$ cat src/sv/pcfp_pkg.sv
// Shared types and constants for the PWM command frame parser.
// Depends on nothing; every other file of the block imports it.
package pcfp_pkg;

   // Frame layout: '$' f f f ':' u ':' d d d '$' newline.
   localparam int FRAME_LEN  = 12;
   localparam int STORED_LEN = FRAME_LEN - 1;
   localparam int COUNT_WIDTH = 4;

   localparam int POS_START  = 0;
   localparam int POS_FREQ   = 1;
   localparam int POS_SEP_A  = 4;
   localparam int POS_UNIT   = 5;
   localparam int POS_SEP_B  = 6;
   localparam int POS_DUTY   = 7;
   localparam int POS_END    = 10;

   localparam logic [7:0] CHAR_DOLLAR  = 8'h24;
   localparam logic [7:0] CHAR_COLON   = 8'h3A;
   localparam logic [7:0] CHAR_NEWLINE = 8'h0A;
   localparam logic [7:0] CHAR_ZERO    = 8'h30;
   localparam logic [7:0] CHAR_NINE    = 8'h39;

   localparam int TICK_WIDTH     = 24;
   localparam int FREQ_WIDTH     = 20;
   localparam int DUTY_WIDTH     = 10;
   localparam int PERIOD_WIDTH   = 17;
   localparam int RELOAD_WIDTH   = 16;
   localparam int PCT_WIDTH      = 7;
   localparam int DIV_CNT_WIDTH  = $clog2(TICK_WIDTH);

   // Division by 100 as a multiplication by ceil(2^30 / 100) and a shift by 30.
   // The rounding error is 76 / 2^30 per unit, so the quotient is exact for
   // every product below 2^30 / 76, which covers 100 * 65536.
   localparam int SCALED_WIDTH = 2 * TICK_WIDTH;
   localparam int RECIP_SHIFT  = 30;

   localparam logic [TICK_WIDTH-1:0]   TICK_RATE_RESET = 24'd1000000;
   localparam logic [TICK_WIDTH-1:0]   MAX_PERIOD      = 24'd65536;
   localparam logic [DUTY_WIDTH-1:0]   MAX_DUTY        = 10'd100;
   localparam logic [FREQ_WIDTH-1:0]   PERCENT_DIVISOR = 20'd100;
   localparam logic [FREQ_WIDTH-1:0]   KHZ_SCALE       = 20'd1000;
   localparam logic [TICK_WIDTH-1:0]   RECIP_100       = 24'd10737419;

   typedef enum logic [2:0] {
      STATUS_OK        = 3'd0,
      STATUS_FORMAT    = 3'd1,
      STATUS_ZERO_FREQ = 3'd2,
      STATUS_DUTY      = 3'd3,
      STATUS_LONG      = 3'd4
   } status_type;

   typedef enum logic [2:0] {
      STATE_IDLE,
      STATE_CHECK,
      STATE_DIV_PERIOD,
      STATE_MUL,
      STATE_SCALE,
      STATE_OUT
   } state_type;

   // Commands from the controller to the datapath.
   typedef struct packed {
      logic        accept;
      logic        store;
      logic        clear_count;
      logic        take_duty;
      logic        div_start;
      logic        take_period;
      logic        take_product;
      logic        load_rsp;
      status_type  rsp_status;
   } cmd_type;

   // Status from the datapath to the controller.
   typedef struct packed {
      logic last_slot;
      logic newline;
      logic format_ok;
      logic freq_zero;
      logic duty_over;
      logic div_done;
      logic period_long;
   } stat_type;

endpackage

$ cat src/sv/pcfp_div.sv
// Restoring divider, one quotient bit per cycle.
// Depends on pcfp_pkg for the operand widths.
module pcfp_div (
   input  logic                            clock,
   input  logic                            reset,
   input  logic                            start,
   input  logic [pcfp_pkg::TICK_WIDTH-1:0] dividend,
   input  logic [pcfp_pkg::FREQ_WIDTH-1:0] divisor,
   output logic                            done,
   output logic [pcfp_pkg::TICK_WIDTH-1:0] quotient
);
   import pcfp_pkg::*;

   logic                     busy_ff;
   logic                     done_ff;
   logic [DIV_CNT_WIDTH-1:0] count_ff;
   logic [FREQ_WIDTH-1:0]    rem_ff;
   logic [FREQ_WIDTH-1:0]    divisor_ff;
   logic [TICK_WIDTH-1:0]    quot_ff;
   logic [FREQ_WIDTH:0]      shifted;
   logic [FREQ_WIDTH:0]      diff;
   logic                     fits;

   // The partial remainder stays below the divisor, so the shifted value
   // is below twice the divisor and one subtraction settles each bit.
   always_comb begin
      shifted = {rem_ff, quot_ff[TICK_WIDTH-1]};
      diff    = shifted - {1'b0, divisor_ff};
      fits    = shifted >= {1'b0, divisor_ff};
   end

   always_ff @(posedge clock) begin
      if (reset) begin
         busy_ff  <= 1'b0;
         done_ff  <= 1'b0;
         count_ff <= '0;
      end else begin
         done_ff <= 1'b0;
         if (start) begin
            busy_ff  <= 1'b1;
            count_ff <= DIV_CNT_WIDTH'(TICK_WIDTH - 1);
         end else if (busy_ff) begin
            count_ff <= count_ff - 1'b1;
            if (count_ff == '0) begin
               busy_ff <= 1'b0;
               done_ff <= 1'b1;
            end
         end
      end
   end

   always_ff @(posedge clock) begin
      if (start) begin
         rem_ff     <= '0;
         quot_ff    <= dividend;
         divisor_ff <= divisor;
      end else if (busy_ff) begin
         rem_ff  <= fits ? diff[FREQ_WIDTH-1:0] : shifted[FREQ_WIDTH-1:0];
         quot_ff <= {quot_ff[TICK_WIDTH-2:0], fits};
      end
   end

   assign done     = done_ff;
   assign quotient = quot_ff;

endmodule

$ cat src/sv/pcfp_dpath.sv
// Datapath: frame byte store, format checks, operand decode, the period
// divider, the duty multiplier, the percent scaling and the result registers.
// Depends on pcfp_pkg and pcfp_div.
module pcfp_dpath (
   input  logic                              clock,
   input  logic                              reset,
   input  logic [7:0]                        req_rx_byte,
   input  logic                              csr_write_enable,
   input  logic [pcfp_pkg::TICK_WIDTH-1:0]   csr_write_data,
   input  pcfp_pkg::cmd_type                 cmd,
   output pcfp_pkg::stat_type                stat,
   output logic [2:0]                        rsp_status,
   output logic [pcfp_pkg::RELOAD_WIDTH-1:0] rsp_period_reload,
   output logic [pcfp_pkg::PERIOD_WIDTH-1:0] rsp_compare_value
);
   import pcfp_pkg::*;

   logic [7:0]              frame_ff [STORED_LEN];
   logic [COUNT_WIDTH-1:0]  count_ff;
   logic [7:0]              last_ff;
   logic [TICK_WIDTH-1:0]   tick_rate_ff;
   logic [DUTY_WIDTH-1:0]   duty_ff;
   logic [PERIOD_WIDTH-1:0] period_ff;
   logic [TICK_WIDTH-1:0]   product_ff;
   logic [2:0]              status_ff;
   logic [RELOAD_WIDTH-1:0] reload_ff;
   logic [PERIOD_WIDTH-1:0] compare_ff;

   logic                    digits_ok;
   logic [DUTY_WIDTH-1:0]   freq_digits;
   logic [DUTY_WIDTH-1:0]   duty_digits;
   logic [FREQ_WIDTH-1:0]   freq_hz;
   logic                    div_done;
   logic [TICK_WIDTH-1:0]   div_quotient;
   logic [PERIOD_WIDTH-1:0] period_sat;
   logic [SCALED_WIDTH-1:0] scaled;

   function automatic logic is_digit(input logic [7:0] b);
      return (b >= CHAR_ZERO) && (b <= CHAR_NINE);
   endfunction

   function automatic logic [DUTY_WIDTH-1:0] three_digits(input logic [7:0] h,
                                                          input logic [7:0] t,
                                                          input logic [7:0] u);
      logic [3:0] dh, dt, du;
      dh = 4'(h - CHAR_ZERO);
      dt = 4'(t - CHAR_ZERO);
      du = 4'(u - CHAR_ZERO);
      return DUTY_WIDTH'(dh) * DUTY_WIDTH'(100) + DUTY_WIDTH'(dt) * DUTY_WIDTH'(10)
           + DUTY_WIDTH'(du);
   endfunction

   // Configuration register.
   always_ff @(posedge clock) begin
      if (reset) begin
         tick_rate_ff <= TICK_RATE_RESET;
      end else if (csr_write_enable) begin
         tick_rate_ff <= csr_write_data;
      end
   end

   // Byte counter and frame store.
   always_ff @(posedge clock) begin
      if (reset) begin
         count_ff <= '0;
      end else if (cmd.clear_count) begin
         count_ff <= '0;
      end else if (cmd.store) begin
         count_ff <= count_ff + 1'b1;
      end
   end

   always_ff @(posedge clock) begin
      if (cmd.store) begin
         frame_ff[count_ff] <= req_rx_byte;
      end
      if (cmd.accept) begin
         last_ff <= req_rx_byte;
      end
   end

   // Frame decode, valid in the check state once the last byte is latched.
   always_comb begin
      digits_ok = is_digit(frame_ff[POS_FREQ])     && is_digit(frame_ff[POS_FREQ + 1]) &&
                  is_digit(frame_ff[POS_FREQ + 2]) && is_digit(frame_ff[POS_DUTY]) &&
                  is_digit(frame_ff[POS_DUTY + 1]) && is_digit(frame_ff[POS_DUTY + 2]);
      freq_digits = three_digits(frame_ff[POS_FREQ], frame_ff[POS_FREQ + 1],
                                 frame_ff[POS_FREQ + 2]);
      duty_digits = three_digits(frame_ff[POS_DUTY], frame_ff[POS_DUTY + 1],
                                 frame_ff[POS_DUTY + 2]);
      if (frame_ff[POS_UNIT] == CHAR_ZERO) begin
         freq_hz = FREQ_WIDTH'(freq_digits);
      end else begin
         freq_hz = FREQ_WIDTH'(freq_digits) * KHZ_SCALE;
      end
   end

   assign stat.last_slot   = (count_ff == COUNT_WIDTH'(STORED_LEN));
   assign stat.newline     = (req_rx_byte == CHAR_NEWLINE);
   assign stat.format_ok   = (last_ff == CHAR_NEWLINE) &&
                             (frame_ff[POS_START] == CHAR_DOLLAR) &&
                             (frame_ff[POS_END] == CHAR_DOLLAR) &&
                             (frame_ff[POS_SEP_A] == CHAR_COLON) &&
                             (frame_ff[POS_SEP_B] == CHAR_COLON) && digits_ok;
   assign stat.freq_zero   = (freq_digits == '0);
   assign stat.duty_over   = (duty_digits > MAX_DUTY);
   assign stat.div_done    = div_done;
   assign stat.period_long = (div_quotient > MAX_PERIOD);

   // The divider computes tick_rate / frequency.
   pcfp_div u_div (
      .clock    (clock),
      .reset    (reset),
      .start    (cmd.div_start),
      .dividend (tick_rate_ff),
      .divisor  (freq_hz),
      .done     (div_done),
      .quotient (div_quotient)
   );

   // A zero quotient saturates to a period of one.
   assign period_sat = (div_quotient == '0) ? PERIOD_WIDTH'(1)
                                            : div_quotient[PERIOD_WIDTH-1:0];

   // The compare value is product / 100, taken from the reciprocal product.
   assign scaled = SCALED_WIDTH'(product_ff) * SCALED_WIDTH'(RECIP_100);

   always_ff @(posedge clock) begin
      if (cmd.take_duty) begin
         duty_ff <= duty_digits;
      end
      if (cmd.take_period) begin
         period_ff <= period_sat;
      end
      if (cmd.take_product) begin
         product_ff <= TICK_WIDTH'(duty_ff[PCT_WIDTH-1:0]) * TICK_WIDTH'(period_ff);
      end
   end

   always_ff @(posedge clock) begin
      if (cmd.load_rsp) begin
         status_ff <= cmd.rsp_status;
         if (cmd.rsp_status == STATUS_OK) begin
            reload_ff  <= RELOAD_WIDTH'(period_ff - 1'b1);
            compare_ff <= scaled[RECIP_SHIFT +: PERIOD_WIDTH];
         end else begin
            reload_ff  <= '0;
            compare_ff <= '0;
         end
      end
   end

   assign rsp_status        = status_ff;
   assign rsp_period_reload = reload_ff;
   assign rsp_compare_value = compare_ff;

endmodule

$ cat src/sv/pcfp_ctrl.sv
// Controller state machine: byte intake, judging sequence and result hold.
// Depends on pcfp_pkg.
module pcfp_ctrl (
   input  logic                clock,
   input  logic                reset,
   input  logic                req_valid,
   output logic                req_stall,
   output logic                rsp_valid,
   input  logic                rsp_stall,
   input  pcfp_pkg::stat_type  stat,
   output pcfp_pkg::cmd_type   cmd
);
   import pcfp_pkg::*;

   state_type state_ff;
   state_type state_in;

   always_ff @(posedge clock) begin
      if (reset) begin
         state_ff <= STATE_IDLE;
      end else begin
         state_ff <= state_in;
      end
   end

   always_comb begin
      state_in       = state_ff;
      cmd            = '0;
      cmd.rsp_status = STATUS_OK;
      req_stall      = 1'b1;
      rsp_valid      = 1'b0;
      unique case (state_ff)
         STATE_IDLE: begin
            req_stall = 1'b0;
            if (req_valid) begin
               cmd.accept = 1'b1;
               if (stat.last_slot) begin
                  cmd.clear_count = 1'b1;
                  state_in        = STATE_CHECK;
               end else if (stat.newline) begin
                  cmd.clear_count = 1'b1;
                  cmd.load_rsp    = 1'b1;
                  cmd.rsp_status  = STATUS_FORMAT;
                  state_in        = STATE_OUT;
               end else begin
                  cmd.store = 1'b1;
               end
            end
         end
         STATE_CHECK: begin
            cmd.take_duty = 1'b1;
            if (!stat.format_ok) begin
               cmd.load_rsp   = 1'b1;
               cmd.rsp_status = STATUS_FORMAT;
               state_in       = STATE_OUT;
            end else if (stat.freq_zero) begin
               cmd.load_rsp   = 1'b1;
               cmd.rsp_status = STATUS_ZERO_FREQ;
               state_in       = STATE_OUT;
            end else if (stat.duty_over) begin
               cmd.load_rsp   = 1'b1;
               cmd.rsp_status = STATUS_DUTY;
               state_in       = STATE_OUT;
            end else begin
               cmd.div_start = 1'b1;
               state_in      = STATE_DIV_PERIOD;
            end
         end
         STATE_DIV_PERIOD: begin
            if (stat.div_done) begin
               if (stat.period_long) begin
                  cmd.load_rsp   = 1'b1;
                  cmd.rsp_status = STATUS_LONG;
                  state_in       = STATE_OUT;
               end else begin
                  cmd.take_period = 1'b1;
                  state_in        = STATE_MUL;
               end
            end
         end
         STATE_MUL: begin
            cmd.take_product = 1'b1;
            state_in         = STATE_SCALE;
         end
         STATE_SCALE: begin
            cmd.load_rsp   = 1'b1;
            cmd.rsp_status = STATUS_OK;
            state_in       = STATE_OUT;
         end
         STATE_OUT: begin
            rsp_valid = 1'b1;
            if (!rsp_stall) begin
               state_in = STATE_IDLE;
            end
         end
         default: begin
            state_in = STATE_IDLE;
         end
      endcase
   end

endmodule

$ cat src/sv/pwm_command_frame_parser.sv
// Top level of the PWM command frame parser: joins controller and datapath.
// Depends on pcfp_pkg, pcfp_ctrl, pcfp_dpath and pcfp_div.
//
//   Port group   Direction   Contents
//   req_         in          one received byte per beat (rx_byte)
//   rsp_         out         status, period_reload, compare_value per beat
//   csr_         in          write of tick_rate, taken on any enabled edge
//
// A byte that is stored or that is an early newline is handled in the idle
// state; an early newline then presents its result in the next cycle.
// The byte that completes a frame keeps the block busy for a check state,
// the restoring period divider (24 quotient bits and a done flag), a multiply
// state and a state dividing by 100 through a reciprocal multiplication, then
// offers its result; a failed check or a period over 65536 ends the run early.
// Synchronous reset returns the controller to idle, clears the byte count
// and loads tick_rate with its default of 1000000.
// req_stall is high whenever the controller is not idle; a result beat is
// held on rsp_ until it is taken, and no byte is accepted meanwhile.
module pwm_command_frame_parser (
   input  logic                              clock,
   input  logic                              reset,
   input  logic                              req_valid,
   output logic                              req_stall,
   input  logic [7:0]                        req_rx_byte,
   output logic                              rsp_valid,
   input  logic                              rsp_stall,
   output logic [2:0]                        rsp_status,
   output logic [pcfp_pkg::RELOAD_WIDTH-1:0] rsp_period_reload,
   output logic [pcfp_pkg::PERIOD_WIDTH-1:0] rsp_compare_value,
   input  logic                              csr_write_enable,
   input  logic [pcfp_pkg::TICK_WIDTH-1:0]   csr_write_data
);
   import pcfp_pkg::*;

   cmd_type  cmd;
   stat_type stat;

   // The controller sequences the judging steps; it sees only status flags.
   pcfp_ctrl u_ctrl (
      .clock     (clock),
      .reset     (reset),
      .req_valid (req_valid),
      .req_stall (req_stall),
      .rsp_valid (rsp_valid),
      .rsp_stall (rsp_stall),
      .stat      (stat),
      .cmd       (cmd)
   );

   // The datapath holds the frame bytes, the configuration register and the
   // arithmetic, and keeps the result registers stable while a beat waits.
   pcfp_dpath u_dpath (
      .clock             (clock),
      .reset             (reset),
      .req_rx_byte       (req_rx_byte),
      .csr_write_enable  (csr_write_enable),
      .csr_write_data    (csr_write_data),
      .cmd               (cmd),
      .stat              (stat),
      .rsp_status        (rsp_status),
      .rsp_period_reload (rsp_period_reload),
      .rsp_compare_value (rsp_compare_value)
   );

endmodule
$ cat config.mk
export PLATFORM = sky130hd
export DESIGN_NAME = pwm_command_frame_parser
export DESIGN_NICKNAME = d
export VERILOG_FILES = /design/src/sv/pcfp_pkg.sv /design/src/sv/pcfp_div.sv /design/src/sv/pcfp_dpath.sv /design/src/sv/pcfp_ctrl.sv /design/src/sv/pwm_command_frame_parser.sv
export SDC_FILE = /design/constraint.sdc
export NUM_CORES = 1
export LEC_CHECK = 0
export BUFFER_PORTS_ARGS = -buffer_cell sky130_fd_sc_hd__buf_2
export CAP_MARGIN = 15
export CORE_ASPECT_RATIO = 1.75
export CORE_UTILIZATION = 59
export CTS_CLUSTER_DIAMETER = 80
export DETAILED_ROUTE_END_ITERATION = 16
export PLACE_DENSITY_LB_ADDON = 0.08
export SLEW_MARGIN = 20
export SYNTH_ARGS = -nofsm -noshare
export SYNTH_HDL_FRONTEND = slang
export SYNTH_HIERARCHICAL = 1
export SYNTH_SLANG_ARGS = --single-unit
$ cat constraint.sdc
create_clock -name clock -period 7.49 [get_ports clock]
set_input_delay 1.1235 -clock clock [delete_from_list [all_inputs] [get_ports clock]]
set_output_delay 1.1235 -clock clock [all_outputs]
set_load 0.05 [all_outputs]
# After elaboration in Yosys (flattened, before gate mapping)

Memory sizes are Yosys's and may differ from the RTL's.
Cells that the tools add are included.

Flip-flop bits (word level): 194
Memory bits (writable): 88
Bits of input ports: 37
Memories kept: 1

Memory list:

| name             | words | width | read ports | clocked after Yosys merged registers in | wr ports | RTL line         | RTL |
|---|---|---|---|---|---|---|---|
| u_dpath.frame_ff | 11    | 8     | 11         | 0                                       | 1        | pcfp_dpath.sv:18 | `logic [7:0] frame_ff [STORED_LEN];` |

Add/subtract/negate cells: 14
Multipliers: 7
Magnitude comparators: 15
Equality and inequality tests: 17
Mux-type cells: 47
Bitwise gates (word level): 1
Reductions and logical operators: 26

Operators by type and width:

| kind                                                                                | number |
|---|---|
| 8-bit by 6-bit greater-or-equal comparator with 1-bit output, second input constant | 6 |
| 8-bit by 6-bit <= comparator with 1-bit output, second input constant               | 6 |
| 24-bit 2-to-1 mux                                                                   | 2 |
| 24-bit by 24-bit multiplier with 47-bit output, second input constant               | 1 |
| 8-bit by 6-bit == test with 1-bit output, second input constant                     | 5 |
| 3-bit 2-to-1 mux                                                                    | 11 |
| 4-bit 2-to-1 mux                                                                    | 8 |
| 24-bit by 17-bit > comparator with 1-bit output, second input constant              | 1 |
| 24-bit zero test                                                                    | 1 |
| 7-bit by 17-bit multiplier with 24-bit output                                       | 1 |
| 4-bit by 1-bit subtractor with 4-bit output, second input constant                  | 6 |
| 21-bit by 20-bit greater-or-equal comparator with 1-bit output                      | 1 |
| 10-bit by 4-bit adder with 10-bit output                                            | 2 |
| 10-bit by 8-bit adder with 10-bit output                                            | 2 |
| 20-bit 2-to-1 mux                                                                   | 1 |
| 20-bit subtractor                                                                   | 1 |
| 1-bit 2-to-1 mux                                                                    | 19 |
| 3-bit case mux with 6 select lines                                                  | 1 |
| 10-bit by 7-bit multiplier with 17-bit output, second input constant                | 1 |
| 8-bit by 4-bit == test with 1-bit output, second input constant                     | 2 |
| 1-bit logical AND                                                                   | 16 |
| 4-bit by 5-bit multiplier with 8-bit output, second input constant                  | 2 |
| 4-bit case mux with 4 select lines                                                  | 1 |
| 16-bit by 1-bit subtractor with 16-bit output, second input constant                | 1 |
| 22 further kinds                                                                    | 29 |

# Longest topological paths before layout

Gate-level depths: netlist of the first run.
An unclocked memory read counts as a cell.

Depth in word-level cells: 12
Depth in mapped cells: 24

# Cells and area by module

The synthesis of the first run kept the hierarchy.

By module, submodules not included:

| module     | instances | cells each | area an instance (µm²) | seq. area each (µm²) |
|---|---|---|---|---|
| pcfp_dpath | 1         | 2313       | 24806.3                | 5965.7 |
| pcfp_div   | 1         | 401        | 4048.9                 | 1861.8 |
| pcfp_ctrl  | 1         | 47         | 359.1                  | 60.1 |

# Worst setup path after synthesis of the first run

Ideal clock, no wire load.

Path type: register -> register
From: reg u_dpath.product_ff[4]
To: reg u_dpath.compare_ff[16], in the netlist u_dpath/rsp_compare_value[16], data pin
Setup time: 254 ps
Arrival: 6129 ps
Slack: 1107 ps
Cell stages (with the launch flop): 23
Path buffers: 0
Cells stage by stage: edfxtp_1 > inv_1 > fa_1 > inv_1 > ha_1 > fa_1 > inv_1 > fa_1 > inv_1 > fa_1 > fa_1 > inv_1 > fa_1 > inv_1 > ha_1 > nand4_1 > nor3_2 > or3b_1 > o221ai_2 > o21ai_2 > o31ai_4 > a211oi_1 > a21o_1

Cells in the longest elaborated chain, start to end: 1

RTL lines:

| item                                           | RTL line          | RTL |
|---|---|---|
| from (decl)                                    | pcfp_dpath.sv:24  | `logic [TICK_WIDTH-1:0] product_ff;` |
| from (signal assigned)                         | pcfp_dpath.sv:136 | `product_ff <= TICK_WIDTH'(duty_ff[PCT_WIDTH-1:0]) * TICK_WIDTH'(period_ff);` |
| 24-bit by 24-bit multiplier with 47-bit output | pcfp_dpath.sv:126 | `assign scaled = SCALED_WIDTH'(product_ff) * SCALED_WIDTH'(RECIP_100);` |
| to (signal assigned)                           | pcfp_dpath.sv:145 | `compare_ff <= scaled[RECIP_SHIFT +: PERIOD_WIDTH];` |
| to (decl)                                      | pcfp_dpath.sv:27  | `logic [PERIOD_WIDTH-1:0] compare_ff;` |

Every way passes these cells.
A chain may end at the register's enable or synchronous reset.

# Worst setup path in the final report of the first run

From: reg u_dpath.product_ff[11]
To: reg u_dpath.compare_ff[16], in the netlist u_dpath/rsp_compare_value[16], data pin

Same word-level chain as after synthesis.

==> metrics.md, run 1 <==
| Metric | Value |
|---|---|
| Status | complete, no violations |
| Number of synthesized flops with an enable pin | 224 |
| Final routed DRC violation total | 0 |
| Initial core utilization | 59.95% |
| Slew HR | 31.93% |
| Routed Antenna Nets | 0 |
| Core area | 0.04873 sq mm |
| Top cell family by delay on the critical path | adder cells |
| Vias after detailed routing | 19630 |
| CTS buffer count | 28 |
| Min Clock Period, post-route | 6.993 ns |
| Pre-antenna DRT Iters | 6 |
| Worst hold path type | flip-flop to flip-flop |
| First-pass GRT wire length | 112.8 mm |
| Die footprint | 0.05045 sq mm |
| Synth warn | 6 |
| Mapped Area | 0.02921 sq mm |
| Final Skew | 0.03231 ns |
| Leak pwr | 0.01532 uW |
| Worst Slack Setup Final | 0.4969 ns |
| Final #Nets | 3635 |
| Buf+Inv Stages, Crit Path | 4 |
| Root Driver | clkbuf_16 |
| Synthesized area per cell | 10.58 sq um |
| # clock sinks | 282 |
| Initial antenna violation count | 2 |
| Crit Path Class | flip-flop to flip-flop |
| Arr. time, crit path | 7.32 ns |
| Synth async-reset ratio | 0% |
| Total Wirelength | 71.88 mm |
| Max Slew Vio Count | 0 |
| VDD IR max | 1.867 mV |
| Setup TNS Final | 0 ns |
| Io pins | 75 |
| Least-Margin Pin Slew | 1.021 ns |
| Multi-input combinational cell area | 0.01873 sq mm |
| Filler cell count | 4075 |
| Global route overflow | 0 |
| Clock latency on the worst-skew pair | 0.59 ns |
| Clock Tree Buf Depth | 3 |
| Top FF cell, synth | edfxtp_1 |
| Quantity of gates resized following cts | 0 |
| Slowest-stage cell, CP | edfxtp_1 |
| Wire per inst | 20.57 microns |
| Chip height | 296.4 microns |
| Clk slew on worst S/H paths | 0.07 ns |
| Post-DP HPWL | 60.76 mm |
| Number of H-tree levels | 1 |
| Post-synth cell types | 98 |
| Worst path required time | 7.82 ns |
| RSZ-0062 raised after global routing | no |
| Hold buffer count at CTS | 0 |
| Number of global-route vias before repair | 21510 |
| Max Cap Viol | 0 |
| Worst-path cell chain | ha_1 -> inv_1 -> fa_1 -> fa_1 -> inv_1 -> fa_1 -> fa_1 -> fa_1 -> inv_1 -> fa_1 -> inv_1 -> ha_1 -> nand4_1 -> nor3_2 -> or3b_1 -> o221ai_2 -> o21ai_2 -> o31ai_4 -> a211oi_1 -> a21o_1 |
| CTS tree | yes |
| Final Cycle Share | 93.37% |
| Net Count, Synth | 3580 |
| Post CTS Setup Buffer Count | 0 |
| Yosys reg bits | 282 |
| FP Rows | 107 |
| Final Wtd Congestion | 0.9942 |
| Final setup viols | 0 |
| Share of post-route cells with drive strength above 1 | 7.963% |
| Area Overhead vs Synth | 7.204% |
| Die X | 170.2 microns |
| Top cell by count, worst path | fa_1 |
| Total GRT Usage | 29.74% |
| Util after Layout | 64.27% |
| Largest net degree at the start of global routing | 50 |
| Sequential Area | 0.007888 sq mm |
| Pwr Total | 10900 uW |
| Commonest non-fill, non-tap cell in the layout | inv_1 |
| Vias/cell | 5.619 |
| Cells after synthesis | 2761 |
| Final Hold Viols | 0 |
| CP startpoint kind | flip-flop |
| Most frequent cells in the layout | inv_1, ha_1, fa_1 |
| PwrDens | 348.1 mW/mm^2 |
| DP Worst Slack | 0.5720 ns |
| Initial detailed-routing violation count | 896 |
| Fmax | 143.0 MHz |
| Endpoint class of the critical path | flip-flop |
| Seq/Total Area, Yosys | 27.00% |
| Port Buffers | 74 |
| CP Max Fanout | 9 |
| Slowest stage delay, CP | 0.77 ns |
-- final cells by class --
class,count,area share (%)
well taps,654,2.613
clock inverters,20,0.9348
repair buffers,102,1.854
multi-input cells,1798,59.81
clock buffers,32,2.349
diodes,2,0.01598
flip-flops and latches,282,25.18
inverters,604,7.239
-- final timing paths --
check                              start                            end  slack [ns]  cells after the start
hold reg to reg   u_dpath/frame_ff[9][0]             u_dpath/duty_ff[0]        0.46                      0
setup / recovery  u_dpath/product_ff[11]  u_dpath/rsp_compare_value[16]        0.50                     20
hold / removal    u_dpath/frame_ff[9][0]             u_dpath/duty_ff[0]        0.46                      0
setup reg to reg  u_dpath/product_ff[11]  u_dpath/rsp_compare_value[16]        0.50                     20
-- per-stage QoR --
| step | instance area [sq um] | hold WS [ns] | instances |
|---|---|---|---|
| CTS | 31310 | 0.4624 | 3492 |
| global placement | 30290 | 0.4504 | 3440 |
| detailed placement | 30290 | 0.4399 | 3440 |
| global route | 31320 | 0.4790 | 3494 |
| floorplan | 29210 | 0.4208 | 2761 |
| finish | 31320 | 0.4628 | 3494 |
-- synthesized netlist by cell type (18+ instances only) --
cell type	number	area, sq um
and2_1	62	387.9
nor3_1	31	155.2
nor2_1	113	424.2
a21oi_1	105	525.5
a21o_1	55	412.9
ha_1	446	5580
fa_1	336	6726
o21bai_1	18	135.1
inv_1	603	2263
nor2b_1	20	125.1
nand4_1	22	137.6
clkbuf_1	58	217.7
xor2_1	31	271.5
mux2_2	25	281.5
nand2_1	163	611.8
edfxtp_1	224	6726
mux2i_1	26	260.3
o21ai_0	40	200.2
nand3_1	21	105.1
dfxtp_1	58	1161
xnor2_1	56	490.5
-- cells by family (layout without fill, tap and decap cells) --
kind of cell,count (synthesis),count (layout),share of synthesized area [%]
compound gates,334,334,7.821
xor+xnor,87,87,2.608
fa+ha+maj,782,782,42.13
buf+inv,681,758,8.921
flops,282,282,27.00
mux,52,52,1.906
other cells,0,2,0
simple gates,543,543,9.619
-- where the power goes --
group	internal, uW	switching [uW]
combinational	3030	4050
clock	872	667
sequential	2230	61.8
total	6120	4780
-- layer usage --
metal | wire length (microns) | share of wire (%) | global-route usage (%) | up-vias
li1 | - | - | - | 9179
met1 | 22960 | 32 | 27.95 | 9831
met2 | 41540 | 58 | 59.60 | 417
met3 | 1856 | 2.6 | 2.288 | 205
met4 | 5522 | 7.7 | 20.46 | 0
met5 | 0 | 0 | 0 | -
-- state kept, by name, indices dropped and copies added, names as in the netlist --
name,cells
u_dpath/rsp_status,3
u_dpath/u_div/busy_ff,1
u_dpath/duty_ff,7
u_dpath/period_ff,17
u_dpath/product_ff,24
u_dpath/u_div/done,1
u_dpath/rsp_period_reload,16
u_dpath/u_div/divisor_ff,20
u_dpath/u_div/count_ff,5
u_dpath/rsp_compare_value,17
u_dpath/frame_ff,88
u_dpath/count_ff,4
u_dpath/last_ff,8
u_dpath/u_div/quotient,24
u_dpath/u_div/rem_ff,20
u_ctrl/state_ff,3
u_dpath/tick_rate_ff,24
-- worst reg2reg max path, cell delays in order, from the launching register on --
cell and delay [ns]:
edfxtp_1 0.77, ha_1 0.35, inv_1 0.08, fa_1 0.54, fa_1 0.56, inv_1 0.06
fa_1 0.48, fa_1 0.52, fa_1 0.55, inv_1 0.06, fa_1 0.53, inv_1 0.04
ha_1 0.35, nand4_1 0.16, nor3_2 0.23, or3b_1 0.39, o221ai_2 0.33, o21ai_2 0.16
o31ai_4 0.30, a211oi_1 0.13, a21o_1 0.17
Note: power is estimated with default switching activity, not from simulation.
==> inputs of run 2 (changes only) <==
clock period = 9 ns   (was 7.49 ns; I/O delays follow)
==> run 2 against run 1 <==
Effect of this change:
- sequential power is 17% lower
- die area did not move
- critical path type unchanged
- core utilization is 0.68 points lower
- clock skew increased by 0.0013 ns
==> metrics.md, run 2 (same netlist as run 1, synthesis figures left out) <==
| Metric | Value |
|---|---|
| FF-to-FF End | u_dpath/rsp_compare_value[13] (was u_dpath/rsp_compare_value[16]) |
| DP Worst Slack | 1.947 ns (was 0.5720 ns) |
| Design Area, Final | 0.03099 sq mm (was 0.03132 sq mm) |
| Clk slew on worst S/H paths | 0.07 ns (about the same) |
| Chip height | 296.4 microns (unchanged) |
| M1 WL | 22.44 mm (was 22.96 mm) |
| R2R depth | 22 (was 20) |
| # clock sinks | 282 (unchanged) |
| Worst r2r src | u_dpath/product_ff[5] (was u_dpath/product_ff[11]) |
| Share of post-route cells with drive strength above 1 | 7.107% (was 7.963%) |
| Switching Fraction | 44.63% (was 43.82%) |
| Clock latency on the worst-skew pair | 0.57 ns (was 0.59 ns) |
| PwrDens | 288.1 mW/mm^2 (was 348.1 mW/mm^2) |
| Post CTS Setup Buffer Count | 0 (unchanged) |
| Worst Slack Setup Final | 1.908 ns (was 0.4969 ns) |
| CTS buffer count | 26 (was 28) |
| Routed Antenna Nets | 0 (unchanged) |
| Status | complete, no violations (unchanged) |
| Initial core utilization | 59.95% (unchanged) |
| Clock Tree Buf Depth | 3 (unchanged) |
| Worst hold path type | flip-flop to flip-flop (unchanged) |
| Vias after detailed routing | 19410 (was 19630) |
| Post-route insts no fill | 3469 (was 3494) |
| Initial detailed-routing violation count | 866 (was 896) |
| Number of H-tree levels | 1 (unchanged) |
| Dpl cells | 3421 (was 3440) |
| Setup TNS Final | 0 ns (unchanged) |
| Final #Nets | 3614 (was 3635) |
| Final setup viols | 0 (unchanged) |
| Logic pwr share | 66.5% (was 64.9%) |
| Pre-antenna DRT Iters | 5 (was 6) |
| FP Rows | 107 (unchanged) |
| First-pass GRT wire length | 109.8 mm (was 112.8 mm) |
| Core area | 0.04873 sq mm (unchanged) |
| Reg2reg setup slack | 1.91 ns (was 0.50 ns) |
| Placed inst area | 0.03014 sq mm (was 0.03029 sq mm) |
| Worst-path cell chain | inv_1 -> fa_1 -> inv_1 -> ha_1 -> fa_1 -> inv_1 -> fa_1 -> inv_1 -> fa_1 -> fa_1 -> inv_1 -> fa_1 -> inv_1 -> ha_1 -> nand4_1 -> nor3_2 -> or3b_1 -> o221ai_2 -> o211ai_2 -> a311oi_2 -> o21a_1 -> nor3_2 (was ha_1 -> inv_1 -> fa_1 -> fa_1 -> inv_1 -> fa_1 -> fa_1 -> fa_1 -> inv_1 -> fa_1 -> inv_1 -> ha_1 -> nand4_1 -> nor3_2 -> or3b_1 -> o221ai_2 -> o21ai_2 -> o31ai_4 -> a211oi_1 -> a21o_1) |
| CP startpoint kind | flip-flop (unchanged) |
| Max Slew Vio Count | 0 (unchanged) |
| Hold_sp | u_dpath/frame_ff[9][0] (unchanged) |
| Slowest-stage cell, CP | edfxtp_1 (unchanged) |
| VDD IR max | 1.968 mV (was 1.867 mV) |
| Die X | 170.2 microns (unchanged) |
| Root Driver | clkbuf_16 (unchanged) |
| Crit Path Class | flip-flop to flip-flop (unchanged) |
| Largest register FFs | 88 (unchanged) |
| Met3 wire length | 1.707 mm (was 1.856 mm) |
| Hold path cells | 0 (unchanged) |
| Max Cap Viol | 0 (unchanged) |
| Die footprint | 0.05045 sq mm (unchanged) |
| Leak pwr | 0.01514 uW (was 0.01532 uW) |
| CTS tree | yes (unchanged) |
| Final Wtd Congestion | 0.9805 (was 0.9942) |
| Largest net degree at the start of global routing | 63 (was 50) |
| Endpoint class of the critical path | flip-flop (unchanged) |
| Most flop-heavy register | u_dpath/frame_ff (unchanged) |
| Clock power frac | 12.2% (was 14.1%) |
| Min Clock Period, post-route | 7.092 ns (was 6.993 ns) |
| Worst path required time | 9.29 ns (was 7.82 ns) |
| Sw power | 3984 uW (was 4777 uW) |
| Filler cell count | 4106 (was 4075) |
| RSZ-0062 raised after global routing | no (unchanged) |
| CP Max Fanout | 11 (was 9) |
| Max Used Layer | met4 (unchanged) |
| Arr. time, crit path | 7.38 ns (was 7.32 ns) |
| Sequential power share | 21.3% (was 21.0%) |
| Final Cycle Share | 78.80% (was 93.37%) |
| Met2 WL | 40.65 mm (was 41.54 mm) |
| Wire per inst | 20.18 microns (was 20.57 microns) |
| Hold buffer count at CTS | 0 (unchanged) |
| P_int | 4944 uW (was 6125 uW) |
| Total Wirelength | 70.02 mm (was 71.88 mm) |
| Top cell family by delay on the critical path | adder cells (unchanged) |
| Buf+Inv Stages, Crit Path | 6 (was 4) |
| Most frequent cells in the layout | inv_1, ha_1, fa_1 (unchanged) |
| Least-Margin Pin Slew | 1.203 ns (was 1.021 ns) |
| Hold Crit Endpoint | u_dpath/duty_ff[0] (unchanged) |
| Total GRT Usage | 28.85% (was 29.74%) |
| Hold WS | 0.4733 ns (was 0.4628 ns) |
| Vias/cell | 5.594 (was 5.619) |
| Number of global-route vias before repair | 21270 (was 21510) |
| Final Hold Viols | 0 (unchanged) |
| Io pins | 75 (unchanged) |
| Area Overhead vs Synth | 6.069% (was 7.204%) |
| Slew HR | 19.83% (was 31.93%) |
| Fmax | 141.0 MHz (was 143.0 MHz) |
| Global route overflow | 0 (unchanged) |
| Post-DP HPWL | 59.59 mm (was 60.76 mm) |
| Final Skew | 0.03359 ns (was 0.03231 ns) |
| Initial antenna violation count | 1 (was 2) |
| Quantity of gates resized following cts | 0 (unchanged) |
| Final routed DRC violation total | 0 (unchanged) |
| Commonest non-fill, non-tap cell in the layout | inv_1 (unchanged) |
| Port Buffers | 74 (unchanged) |
| Slowest stage delay, CP | 0.73 ns (was 0.77 ns) |
-- run 2: cell count changes in the layout (fill, tap and decap cells not counted) --
cell	delta
diode_2	-1
clkinv_16	-1
clkinv_2	+1
clkinv_4	-1
inv_12	-1
inv_8	-1
clkinvlp_4	+1
buf_4	-19
clkbuf_1	+1
bufinv_16	-3
clkinv_1	+1
clkbuf_16	-2
-- run 2: per-layer routing --
metal / vias up / GRT usage, %
li1: 9130 / -
met1: 9733 / 26.80
met2: 370 / 58.56
met3: 172 / 2.022
met4: 0 / 19.31
met5: - / 0
-- run 2: area by class of cell --
type	instances	area (sq um)	area share, %
diodes	1	2.502	0.008076
clock buffers	31	689.4	2.225
clock inverters	16	152.6	0.4926
inverters	604	2267	7.316
multi-input cells	1798	18730	60.45
flip-flops and latches	282	7888	25.45
well taps	654	818.3	2.641
repair buffers	83	437.9	1.413
-- run 2: worst max path at each step --
| stage | start | to | cells after the start |
|---|---|---|---|
| final | u_dpath/product_ff[5] | u_dpath/rsp_compare_value[13] | 22 |
| after global routing | u_dpath/product_ff[5] | u_dpath/rsp_compare_value[16] | 22 |
| after floorplan | u_dpath/product_ff[4] | u_dpath/rsp_compare_value[16] | 22 |
| after detailed placement | u_dpath/product_ff[4] | u_dpath/rsp_compare_value[13] | 22 |
| after CTS | u_dpath/product_ff[4] | u_dpath/rsp_compare_value[13] | 22 |
| after global placement | u_dpath/product_ff[4] | u_dpath/rsp_compare_value[16] | 22 |
-- run 2: power by group through the flow --
stage,combinational (uW),sequential [uW],clock (uW)
2_1_floorplan,4670,2000,0
3_3_place_gp,5750,1930,0
3_5_place_dp,5890,1930,0
4_1_cts,5950,1900,1120
5_1_grt,6790,1910,1160
6_report,5930,1900,1090
-- run 2: through the flow --
| stage | utilization [%] | power (uW) |
|---|---|---|
| after global placement | 61.85 | 7675 |
| after global routing | 63.59 | 9863 |
| after detailed placement | 61.85 | 7821 |
| after floorplan | - | 6667 |
| after CTS | 63.58 | 8974 |
| final | 63.59 | 8928 |
